[src/rtl/bafst_pkg.sv]
// Shared types and constants for the bump allocator with size-keyed free table.
// No dependencies.
package bafst_pkg;

    localparam logic [31:0] ARENA_RESET = 32'd100000000;

    localparam logic [2:0] ADDR_ARENA = 3'd0;

    localparam logic KIND_ALLOC = 1'b0;
    localparam logic KIND_FREE  = 1'b1;

    typedef enum logic [2:0] {
        ST_REUSED   = 3'd0,
        ST_BUMPED   = 3'd1,
        ST_NO_SPACE = 3'd2,
        ST_FREED    = 3'd3,
        ST_DROPPED  = 3'd4
    } t_status;

    typedef enum logic [1:0] {
        S_IDLE,
        S_SCAN,
        S_DECIDE
    } t_state;

endpackage

[src/rtl/bafst_mem.sv]
// Simple dual-port synchronous RAM, one write and one registered read port.
// No dependencies.
module bafst_mem #(
    parameter int DEPTH = 16,
    parameter int AW    = 4,
    parameter int WIDTH = 64
) (
    input  logic             i_clk,
    input  logic             i_we,
    input  logic [AW-1:0]    i_waddr,
    input  logic [WIDTH-1:0] i_wdata,
    input  logic             i_re,
    input  logic [AW-1:0]    i_raddr,
    output logic [WIDTH-1:0] o_rdata
);

    logic [WIDTH-1:0] r_mem [DEPTH];
    logic [WIDTH-1:0] r_rdata;

    always_ff @(posedge i_clk) begin
        if (i_we) begin
            r_mem[i_waddr] <= i_wdata;
        end
    end

    always_ff @(posedge i_clk) begin
        if (i_re) begin
            r_rdata <= r_mem[i_raddr];
        end
    end

    assign o_rdata = r_rdata;

endmodule

[src/rtl/bafst_regs.sv]
// APB-style configuration register block holding the arena size.
// Depends on bafst_pkg.
module bafst_regs
    import bafst_pkg::*;
(
    input  logic        i_clk,
    input  logic        i_rst_n,
    input  logic        psel,
    input  logic        penable,
    input  logic        pwrite,
    input  logic [2:0]  paddr,
    input  logic [31:0] pwdata,
    output logic [31:0] prdata,
    output logic        pready,
    output logic [31:0] o_arena_size
);

    logic [31:0] r_arena;
    logic [31:0] n_arena;

    always_comb begin
        n_arena = r_arena;
        if (psel && penable && pwrite && (paddr == ADDR_ARENA)) begin
            n_arena = pwdata;
        end
    end

    always_ff @(posedge i_clk) begin
        if (!i_rst_n) begin
            r_arena <= ARENA_RESET;
        end else begin
            r_arena <= n_arena;
        end
    end

    assign prdata       = (paddr == ADDR_ARENA) ? r_arena : 32'd0;
    assign pready       = 1'b1;
    assign o_arena_size = r_arena;

endmodule

[src/rtl/bafst_ctrl.sv]
// Sequencer: walks the free table one slot per cycle, then decides and writes back.
// Depends on bafst_pkg; drives the table RAM ports of bafst_mem.
module bafst_ctrl
    import bafst_pkg::*;
#(
    parameter int FREE_SLOTS = 16,
    parameter int AW         = 4
) (
    input  logic          i_clk,
    input  logic          i_rst_n,
    input  logic [31:0]   i_arena_size,
    input  logic          i_in_valid,
    output logic          o_in_ready,
    input  logic          i_kind,
    input  logic [31:0]   i_block_size,
    input  logic [31:0]   i_block_offset,
    output logic          o_out_valid,
    input  logic          i_out_ready,
    output logic [31:0]   o_result_offset,
    output logic [2:0]    o_status,
    output logic          o_we,
    output logic [AW-1:0] o_waddr,
    output logic [63:0]   o_wdata,
    output logic          o_re,
    output logic [AW-1:0] o_raddr,
    input  logic [63:0]   i_rdata
);

    localparam int CW = AW + 1;

    t_state          r_state, n_state;
    logic [CW-1:0]   r_cnt, n_cnt;
    logic            r_pend, n_pend;
    logic [AW-1:0]   r_rd_idx, n_rd_idx;
    logic            r_kind, n_kind;
    logic [31:0]     r_size, n_size;
    logic [31:0]     r_offset, n_offset;
    logic            r_match_hit, n_match_hit;
    logic [AW-1:0]   r_match_idx, n_match_idx;
    logic            r_empty_hit, n_empty_hit;
    logic [AW-1:0]   r_empty_idx, n_empty_idx;
    logic            r_best_hit, n_best_hit;
    logic [AW-1:0]   r_best_idx, n_best_idx;
    logic [31:0]     r_best_size, n_best_size;
    logic [31:0]     r_best_off, n_best_off;
    logic [31:0]     r_bump, n_bump;
    logic            r_valid [FREE_SLOTS];
    logic            set_valid, clr_valid;
    logic [AW-1:0]   valid_idx;
    logic            r_out_valid, n_out_valid;
    logic [31:0]     r_res_off, n_res_off;
    t_status         r_res_st, n_res_st;
    logic            slot_v;
    logic [31:0]     slot_size;
    logic [31:0]     slot_off;
    logic [32:0]     bump_end;

    assign slot_v    = r_valid[r_rd_idx];
    assign slot_size = i_rdata[63:32];
    assign slot_off  = i_rdata[31:0];
    assign bump_end  = {1'b0, r_bump} + {1'b0, r_size};

    always_comb begin
        n_state     = r_state;
        n_cnt       = r_cnt;
        n_pend      = r_pend;
        n_rd_idx    = r_rd_idx;
        n_kind      = r_kind;
        n_size      = r_size;
        n_offset    = r_offset;
        n_match_hit = r_match_hit;
        n_match_idx = r_match_idx;
        n_empty_hit = r_empty_hit;
        n_empty_idx = r_empty_idx;
        n_best_hit  = r_best_hit;
        n_best_idx  = r_best_idx;
        n_best_size = r_best_size;
        n_best_off  = r_best_off;
        n_bump      = r_bump;
        n_out_valid = r_out_valid && !i_out_ready;
        n_res_off   = r_res_off;
        n_res_st    = r_res_st;
        o_in_ready  = 1'b0;
        o_re        = 1'b0;
        o_raddr     = r_cnt[AW-1:0];
        o_we        = 1'b0;
        o_waddr     = r_match_idx;
        o_wdata     = {r_size, r_offset};
        set_valid   = 1'b0;
        clr_valid   = 1'b0;
        valid_idx   = r_best_idx;

        unique case (r_state)
            S_IDLE: begin
                o_in_ready = 1'b1;
                if (i_in_valid) begin
                    n_kind      = i_kind;
                    n_size      = i_block_size;
                    n_offset    = i_block_offset;
                    n_cnt       = '0;
                    n_pend      = 1'b0;
                    n_match_hit = 1'b0;
                    n_empty_hit = 1'b0;
                    n_best_hit  = 1'b0;
                    n_state     = S_SCAN;
                end
            end
            S_SCAN: begin
                if (r_cnt != CW'(FREE_SLOTS)) begin
                    o_re     = 1'b1;
                    n_rd_idx = r_cnt[AW-1:0];
                    n_pend   = 1'b1;
                    n_cnt    = r_cnt + CW'(1);
                end else begin
                    n_pend = 1'b0;
                end
                if (r_pend) begin
                    if (slot_v && slot_size == r_size) begin
                        n_match_hit = 1'b1;
                        n_match_idx = r_rd_idx;
                    end
                    if (!slot_v && !r_empty_hit) begin
                        n_empty_hit = 1'b1;
                        n_empty_idx = r_rd_idx;
                    end
                    if (slot_v && slot_size >= r_size &&
                        (!r_best_hit || slot_size < r_best_size)) begin
                        n_best_hit  = 1'b1;
                        n_best_idx  = r_rd_idx;
                        n_best_size = slot_size;
                        n_best_off  = slot_off;
                    end
                    if (r_cnt == CW'(FREE_SLOTS)) begin
                        n_state = S_DECIDE;
                    end
                end
            end
            S_DECIDE: begin
                if (!r_out_valid || i_out_ready) begin
                    n_out_valid = 1'b1;
                    n_state     = S_IDLE;
                    n_res_off   = 32'd0;
                    if (r_kind == KIND_FREE) begin
                        if (r_match_hit) begin
                            o_we     = 1'b1;
                            n_res_st = ST_FREED;
                        end else if (r_empty_hit) begin
                            o_we      = 1'b1;
                            o_waddr   = r_empty_idx;
                            set_valid = 1'b1;
                            valid_idx = r_empty_idx;
                            n_res_st  = ST_FREED;
                        end else begin
                            n_res_st = ST_DROPPED;
                        end
                    end else if (r_best_hit) begin
                        clr_valid = 1'b1;
                        n_res_off = r_best_off;
                        n_res_st  = ST_REUSED;
                    end else if (bump_end > {1'b0, i_arena_size}) begin
                        n_res_st = ST_NO_SPACE;
                    end else begin
                        n_res_off = r_bump;
                        n_res_st  = ST_BUMPED;
                        n_bump    = bump_end[31:0];
                    end
                end
            end
            default: begin
                n_state = S_IDLE;
            end
        endcase
    end

    always_ff @(posedge i_clk) begin
        if (!i_rst_n) begin
            r_state     <= S_IDLE;
            r_cnt       <= '0;
            r_pend      <= 1'b0;
            r_match_hit <= 1'b0;
            r_empty_hit <= 1'b0;
            r_best_hit  <= 1'b0;
            r_bump      <= 32'd0;
            r_out_valid <= 1'b0;
        end else begin
            r_state     <= n_state;
            r_cnt       <= n_cnt;
            r_pend      <= n_pend;
            r_match_hit <= n_match_hit;
            r_empty_hit <= n_empty_hit;
            r_best_hit  <= n_best_hit;
            r_bump      <= n_bump;
            r_out_valid <= n_out_valid;
        end
    end

    always_ff @(posedge i_clk) begin
        r_rd_idx    <= n_rd_idx;
        r_kind      <= n_kind;
        r_size      <= n_size;
        r_offset    <= n_offset;
        r_match_idx <= n_match_idx;
        r_empty_idx <= n_empty_idx;
        r_best_idx  <= n_best_idx;
        r_best_size <= n_best_size;
        r_best_off  <= n_best_off;
        r_res_off   <= n_res_off;
        r_res_st    <= n_res_st;
    end

    always_ff @(posedge i_clk) begin
        if (!i_rst_n) begin
            for (int i = 0; i < FREE_SLOTS; i++) begin
                r_valid[i] <= 1'b0;
            end
        end else if (set_valid) begin
            r_valid[valid_idx] <= 1'b1;
        end else if (clr_valid) begin
            r_valid[valid_idx] <= 1'b0;
        end
    end

    assign o_out_valid     = r_out_valid;
    assign o_result_offset = r_res_off;
    assign o_status        = r_res_st;

endmodule

[src/rtl/bump_allocator_size_free_table.sv]
// Bump allocator with a size-keyed free table held in one synchronous RAM.
// One item in flight: a new input beat is accepted only after the slot walk
// over the single RAM read port and the decision/write-back step, and the
// decision waits while an earlier result is still held unaccepted.
// Reset: bump pointer zero, all slots empty, arena size 100000000; RAM
// contents are not cleared. Depends on bafst_pkg, bafst_regs, bafst_ctrl, bafst_mem.
module bump_allocator_size_free_table
    import bafst_pkg::*;
#(
    parameter int FREE_SLOTS = 16
) (
    input  logic        i_clk,
    input  logic        i_rst_n,
    input  logic        psel,
    input  logic        penable,
    input  logic        pwrite,
    input  logic [2:0]  paddr,
    input  logic [31:0] pwdata,
    output logic [31:0] prdata,
    output logic        pready,
    input  logic        i_in_valid,
    output logic        o_in_ready,
    input  logic        i_kind,
    input  logic [31:0] i_block_size,
    input  logic [31:0] i_block_offset,
    output logic        o_out_valid,
    input  logic        i_out_ready,
    output logic [31:0] o_result_offset,
    output logic [2:0]  o_status
);

    localparam int AW = (FREE_SLOTS > 1) ? $clog2(FREE_SLOTS) : 1;

    logic [31:0]   arena_size;
    logic          mem_we;
    logic [AW-1:0] mem_waddr;
    logic [63:0]   mem_wdata;
    logic          mem_re;
    logic [AW-1:0] mem_raddr;
    logic [63:0]   mem_rdata;

    bafst_regs u_regs (
        .i_clk        (i_clk),
        .i_rst_n      (i_rst_n),
        .psel         (psel),
        .penable      (penable),
        .pwrite       (pwrite),
        .paddr        (paddr),
        .pwdata       (pwdata),
        .prdata       (prdata),
        .pready       (pready),
        .o_arena_size (arena_size)
    );

    bafst_mem #(
        .DEPTH (FREE_SLOTS),
        .AW    (AW),
        .WIDTH (64)
    ) u_mem (
        .i_clk   (i_clk),
        .i_we    (mem_we),
        .i_waddr (mem_waddr),
        .i_wdata (mem_wdata),
        .i_re    (mem_re),
        .i_raddr (mem_raddr),
        .o_rdata (mem_rdata)
    );

    bafst_ctrl #(
        .FREE_SLOTS (FREE_SLOTS),
        .AW         (AW)
    ) u_ctrl (
        .i_clk           (i_clk),
        .i_rst_n         (i_rst_n),
        .i_arena_size    (arena_size),
        .i_in_valid      (i_in_valid),
        .o_in_ready      (o_in_ready),
        .i_kind          (i_kind),
        .i_block_size    (i_block_size),
        .i_block_offset  (i_block_offset),
        .o_out_valid     (o_out_valid),
        .i_out_ready     (i_out_ready),
        .o_result_offset (o_result_offset),
        .o_status        (o_status),
        .o_we            (mem_we),
        .o_waddr         (mem_waddr),
        .o_wdata         (mem_wdata),
        .o_re            (mem_re),
        .o_raddr         (mem_raddr),
        .i_rdata         (mem_rdata)
    );

endmodule
[config.mk]
export PLATFORM = sky130hd
export DESIGN_NAME = bump_allocator_size_free_table
export DESIGN_NICKNAME = d
export VERILOG_FILES = /design/src/rtl/bafst_pkg.sv /design/src/rtl/bafst_mem.sv /design/src/rtl/bafst_regs.sv /design/src/rtl/bafst_ctrl.sv /design/src/rtl/bump_allocator_size_free_table.sv
export SDC_FILE = /design/constraint.sdc
export NUM_CORES = 2
export LEC_CHECK = 0
export BUFFER_PORTS_ARGS = -buffer_cell sky130_fd_sc_hd__buf_2
export CORE_MARGIN = 4
export CORE_UTILIZATION = 56
export CTS_BUF_LIST = sky130_fd_sc_hd__clkbuf_4 sky130_fd_sc_hd__clkbuf_8 sky130_fd_sc_hd__clkbuf_16
export CTS_CLUSTER_SIZE = 25
export DETAILED_ROUTE_END_ITERATION = 10
export PLACE_DENSITY = 0.77
export SETUP_SLACK_MARGIN = 0.05
export SYNTH_ARGS = -nofsm -noshare
export SYNTH_HDL_FRONTEND = slang
export SYNTH_SLANG_ARGS = --single-unit
[constraint.sdc]
create_clock -name i_clk -period 7.35 [get_ports i_clk]
set_clock_uncertainty 0.2 [all_clocks]
set_input_delay 0.735 -clock i_clk [delete_from_list [all_inputs] [get_ports i_clk]]
set_output_delay 0.735 -clock i_clk [all_outputs]
set_load 0.02 [all_outputs]
After elaboration in Yosys (flattened, before gate mapping) --
Memories as Yosys holds them, arrays and structs flattened. A register that Yosys moved wholly into a read port is not among the register bits. Cells that the tools add are included. Widths: inputs -> output; s select.
Storage, ports and cells: bits in registers 256, latch bits 0, bits in writable memories 1040, memory bits (read-only) 0, output and inout bits 70, memories 2
Memory list:
- u_mem.r_mem | words 16, width 64, read ports 1, clocked after memory_dff 1, wr ports 1, RTL line bafst_mem.sv:17 | logic [WIDTH-1:0] r_mem [DEPTH];
- u_ctrl.r_valid | words 16, width 1, read ports 1, clocked after memory_dff 1, wr ports 16, RTL line bafst_ctrl.sv:47 | logic r_valid [FREE_SLOTS];
Operators by class: add/sub/neg operators 2, $mul 0, divide/modulo/power cells 0, $lt $le $gt $ge 3, equality and inequality tests 13, shift-type cells 0, mux-type cells 70, bitwise operators 4, reduce and logical (&&, ||, !) cells 32
Operators with widths (count):
- $mux 32 | 3
- $mux 4 | 12
- $mux 1 | 38
- $add 32x32->33 | 1
- $gt 33x32->1 | 1
- $eq 32x32->1 | 1
- $ge 32x32->1 | 1
- $lt 32x32->1 | 1
- $reduce_and 4->1 | 4
- $ne 2x1->1 const B | 7
- $mux 3 | 4
- $reduce_and 3->1 | 4
- $mux 2 | 5
- $mux 5 | 2
- $pmux 5 s2 | 1
- $logic_and 1x1->1 | 8
- $pmux 1 s2 | 4
- $reduce_and 2->1 | 4
- $pmux 2 s3 | 1
- $add 5x1->5 const B | 1
- $eq 5x5->1 const B | 1
- $logic_not 1->1 | 5
- $ne 5x5->1 const B | 1
- $reduce_and 5->1 | 1
- 10 further kinds | 13

Depth between registers and ports, before layout --
word-level depth 11, mapped depth 19, gate-level depth less buffers 18

Modules after synthesis --
From an unflattened synthesis, not the netlist that was laid out.
Second synthesis, totals: cell total of the unflattened synthesis 3036, area, all modules 54856.4 um^2
By module, submodules not included:
- bafst_mem | times used 1, cells an instance 1647, area each 40222.3 um^2, seq. area each 32671.3 um^2
- bafst_ctrl | times used 1, cells an instance 1209, area each 13112.6 um^2, seq. area each 6686.4 um^2
- bafst_regs | times used 1, cells an instance 180, area each 1521.5 um^2, seq. area each 640.6 um^2

Worst setup path after synthesis --
Ideal clock, no wire load.
path kind flip-flop to flip-flop, from register u_ctrl.r_size[1], to register u_ctrl.r_best_idx[0], enable pin, arrival time 6.731 ns, required time 6.555 ns, path slack -0.176 ns, stages on the path, launching flop included 11, buffers on the path 0, cell sequence edfxtp_1 > inv_1 > ha_1 > nor2b_1 > o21a_1 > o21a_1 > o21ai_0 > a31oi_1 > o22a_1 > o21ai_0 > a211oi_1
On the way: longest elaborated chain between the ends 4
RTL lines:
- start, declared | RTL line bafst_ctrl.sv:36 | logic [31:0] r_size, n_size;
- start signal, assigned | RTL line bafst_ctrl.sv:200 | r_size <= n_size;
- $ge 32x32->1 | RTL line bafst_ctrl.sv:126 | if (slot_v && slot_size >= r_size &&
- $logic_and 1x1->1 (2 in series) | RTL line bafst_ctrl.sv:126
- $reduce_and 3->1 (no line)
- end signal, assigned | RTL line bafst_ctrl.sv:204 | r_best_idx <= n_best_idx;
- end, declared | RTL line bafst_ctrl.sv:43 | logic [AW-1:0] r_best_idx, n_best_idx;
Every way passes these cells. A chain may end at the register's enable or synchronous reset.

Final worst setup path --
from register u_ctrl.r_size[0], to register u_ctrl.r_bump[10]
On the way: longest elaborated chain between the ends 4
RTL lines:
- $add 32x32->33 | RTL line bafst_ctrl.sv:61 | assign bump_end = {1'b0, r_bump} + {1'b0, r_size};
- net u_ctrl.bump_end[22] | RTL line bafst_ctrl.sv:56 | logic [32:0] bump_end;
- $gt 33x32->1 | RTL line bafst_ctrl.sv:160 | end else if (bump_end > {1'b0, i_arena_size}) begin
- $not 1->1 (no line)
- $reduce_and 5->1 (no line)
- end signal, assigned | RTL line bafst_ctrl.sv:192 | r_bump <= n_bump;
- end, declared | RTL line bafst_ctrl.sv:46 | logic [31:0] r_bump, n_bump;
The timed path passes the listed nets, and every way through them passes these cells.

==> metrics.md <==
| Metric | Value |
|---|---|
| Status | `completed` |
| Setup repair after global routing missed its margin | `no` |
| # rows | `113` |
| Core area | `95400 um^2` |
| Leading area contributor after synthesis | `edfxtp_1` |
| Final setup TNS | `0 ps` |
| Final hold violation count | `0` |
| Num ports | `177` |
| HPWL after detailed placement | `74600 um` |
| Syn Inst Count | `2727` |
| Worst setup path class | `flop to flop` |
| Worst hold path class | `input port to flop` |
| Vias/cell | `6.52` |
| Inserted Clock Buffers | `138` |
| Layout cells sized above 1 | `26.1%` |
| Clk buf depth | `3` |
| H-tree depth | `4` |
| Max transition margin | `13.5%` |
| Number of synthesis warnings | `0` |
| Largest net degree at the start of global routing | `129` |
| Endpoint, Worst Hold | `u_regs.o_arena_size[18]$_SDFFE_PN1P_` |
| I/O Buffers | `175` |
| Primary FF master, synth | `edfxtp_1` |
| Starting Density | `56.6%` |
| Crit path time final | `6170 ps` |
| Via count | `28871` |
| Initial DRC Count | `4139` |
| Post-DR wirelength/cell | `31.1 um` |
| Wire length of the first global-routing pass | `202000 um` |
| Area growth syn-to-layout | `14.7%` |
| Power, Total | `0.0163 W` |
| Max incr delay on CP | `600 ps` |
| Critical Path Sink Type | `flop` |
| Slew @ Worst Pin | `1300 ps` |
| Total track usage | `27.4%` |
| Initial antenna violation count | `4` |
| Sequential-to-total area share from yosys stat | `74.0%` |
| Max FO, Critical Path | `18` |
| Root Driver | `clkbuf_16` |
| Max Slew Vio Count | `0` |
| Crit-path most repeated cell | `ha_1` |
| Die height | `319 um` |
| RR Endpoint | `u_ctrl.r_bump[10]$_SDFFE_PN0P_` |
| Post-CTS Resized | `0` |
| Die area | `102000 um^2` |
| Syn_nets | `2964` |
| Worst r2r src | `u_ctrl.r_size[0]$_DFFE_PP_` |
| WL final | `138000 um` |
| Top post-synthesis cells by area | `edfxtp_1 (70%), mux4_2 (14%), dfxtp_1 (3.6%)` |
| EDFF count, synth | `1268` |
| Hold Path Depth | `3` |
| R2R depth | `18` |
| First-pass iteration count of the detailed router | `5` |
| Max Freq | `0.162 GHz` |
| CTS tree | `yes` |
| VDD IR-drop max | `0.000177 V` |
| Fin nets | `3287` |
| FF+latch count, synth | `1364` |
| Post-synth top area share | `70.4%` |
| Synthesized area per cell | `19.8 um^2` |
| Power Density | `263 nW/um^2` |
| Die Wd | `319 um` |
| Post-synthesis cell type count | `74` |
| Worst path arrival time | `6590 ps` |
| Total global routing overflow | `0` |
| Worst-skew pair later-pin latency | `760 ps` |
| Routability cong. | `0.919` |
| Netlist area before placement | `54100 um^2` |
| Count leader, synth | `edfxtp_1` |
| Worst-path cell chain | `ha_1 -> fa_1 -> a211oi_2 -> o211ai_2 -> a2111oi_2 -> nor3b_1 -> o31ai_1 -> xnor2_1 -> ha_1 -> nand2_1 -> nor4_1 -> nand4_1 -> o2bb2ai_1 -> o2111ai_4 -> nor2_4 -> buf_4 -> mux2i_1 -> nor2_1` |
| Max-cap violation count | `0` |
| Commonest cells post-synth | `edfxtp_1 (1268), mux4_2 (325), ha_1 (129)` |
| Final Setup Violations | `0` |
| Detailed-route DRC error count | `0` |
| P_leak | `20.6 nW` |
| Clk slew on worst S/H paths | `60 ps` |
| Asr flop ratio synth | `0%` |
| Number of global-route vias before repair | `29088` |
| Slowest CP cell | `edfxtp_1` |
| Period utilization | `83.9%` |
| WP data required | `7770 ps` |
| DRT antenna net count | `0` |
| CP startpoint kind | `flop` |
| Clock Sinks | `1364` |
| R2R setup slack | `1180 ps` |
| Hold Startpoint | `pwdata[18]` |
layout by cell type, fill, tap and decap left out, drive strengths merged, types with 58 or more instances in the layout:
master / instances
clkbuf: 168
clkinv: 58
dlygate4sd3: 73
mux4: 325
edfxtp: 1268
buf: 226
nand2: 101
ha: 129
dfxtp: 96
inv: 116
a21oi: 80
nor2: 86
sequential cells by signal, indices dropped and copies added (netlist names), 3 cells and up, named ones only:
name and flops:
u_ctrl.r_best_off 32, u_ctrl.o_result_offset 32, u_ctrl.r_match_idx 4, u_ctrl.r_best_idx 4
u_ctrl.r_rd_idx 4, u_mem.r_mem 1024, u_regs.o_arena_size 32, u_ctrl.r_best_size 32
u_ctrl.r_valid 16, u_ctrl.r_empty_idx 4, u_ctrl.r_offset 32, u_ctrl.r_cnt 5
u_ctrl.o_status 3, u_ctrl.r_size 32, u_ctrl.r_bump 32, u_mem.o_rdata 64
cell families after synthesis:
group / after synthesis / synth area share (%)
compound gates: 303 / 3.90
xor+xnor: 31 / 0.502
fa+ha+maj: 130 / 3.02
buf+inv: 224 / 1.59
flops: 1364 / 74.0
mux: 356 / 14.1
other cells: 1 / 0.00694
simple gates: 318 / 2.86
area by class of cell:
type	instances	area, um^2
antenna	1	2.50
tap	1265	1580
timing repair buffer	299	2080
fill	6050	33400
multi-input combinational	1139	13400
clock buffer	168	3750
inverter	108	407
sequential	1364	40000
clock inverter	82	800
critical path: cells and delay by family, from the launching register on:
family,cells,cell delay (ps)
xor+xnor,1,160
flops,1,600
compound gates,6,1760
fa+ha+maj,3,1140
mux,1,250
buf+inv,1,390
simple gates,6,1490
layer usage:
| layer | up-vias | track usage, % | wire (um) |
|---|---|---|---|
| met4 | 2 | 9.58 | 4830 |
| li1 | 11774 | - | - |
| met5 | - | 0 | 13 |
| met2 | 1888 | 43.2 | 66400 |
| met1 | 14934 | 39.0 | 52500 |
| met3 | 273 | 5.57 | 14200 |
where the power goes:
part | switching [W] | leakage, nW | internal [W]
clock network | 0.00295 | 2.26 | 0.00405
logic | 0.000316 | 6.03 | 0.000296
registers | 0.000138 | 12.3 | 0.00857
through the flow:
step           util [%]  cells  setup slack, ps  hold slack [ps]  area (um^2)
2_1_floorplan         -   2727             1490              200        54100
3_3_place_gp       59.4   4102             1570              206        56700
3_5_place_dp       59.4   4102             1250              205        56700
4_1_cts            65.0   4425             1220            0.951        62000
5_1_grt            65.0   4425              768             22.0        62000
6_report           65.0   4426             1180             33.7        62000
worst max-delay path by stage:
stage                                from                              to  depth (start not counted)  slack (ps)
2_1_floorplan                 i_out_ready     u_mem.r_mem[4][0]$_DFFE_PP_                          9        1490
3_5_place_dp   u_ctrl.r_size[0]$_DFFE_PP_  u_ctrl.r_bump[10]$_SDFFE_PN0P_                         18        1250
5_1_grt        u_ctrl.r_size[0]$_DFFE_PP_  u_ctrl.r_bump[10]$_SDFFE_PN0P_                         18         770
3_3_place_gp   u_ctrl.r_size[0]$_DFFE_PP_  u_ctrl.r_bump[13]$_SDFFE_PN0P_                         18        1570
4_1_cts        u_ctrl.r_size[0]$_DFFE_PP_  u_ctrl.r_bump[14]$_SDFFE_PN0P_                         18        1220
6_report       u_ctrl.r_size[0]$_DFFE_PP_  u_ctrl.r_bump[10]$_SDFFE_PN0P_                         18        1180
what timing repair did:
item,in CTS,in global routing
hold endpoints to repair,73,0
setup endpoints to repair,0,0
buffers inserted,0,0
hold buffers,73,0
Power figures use the tool's default switching activity.
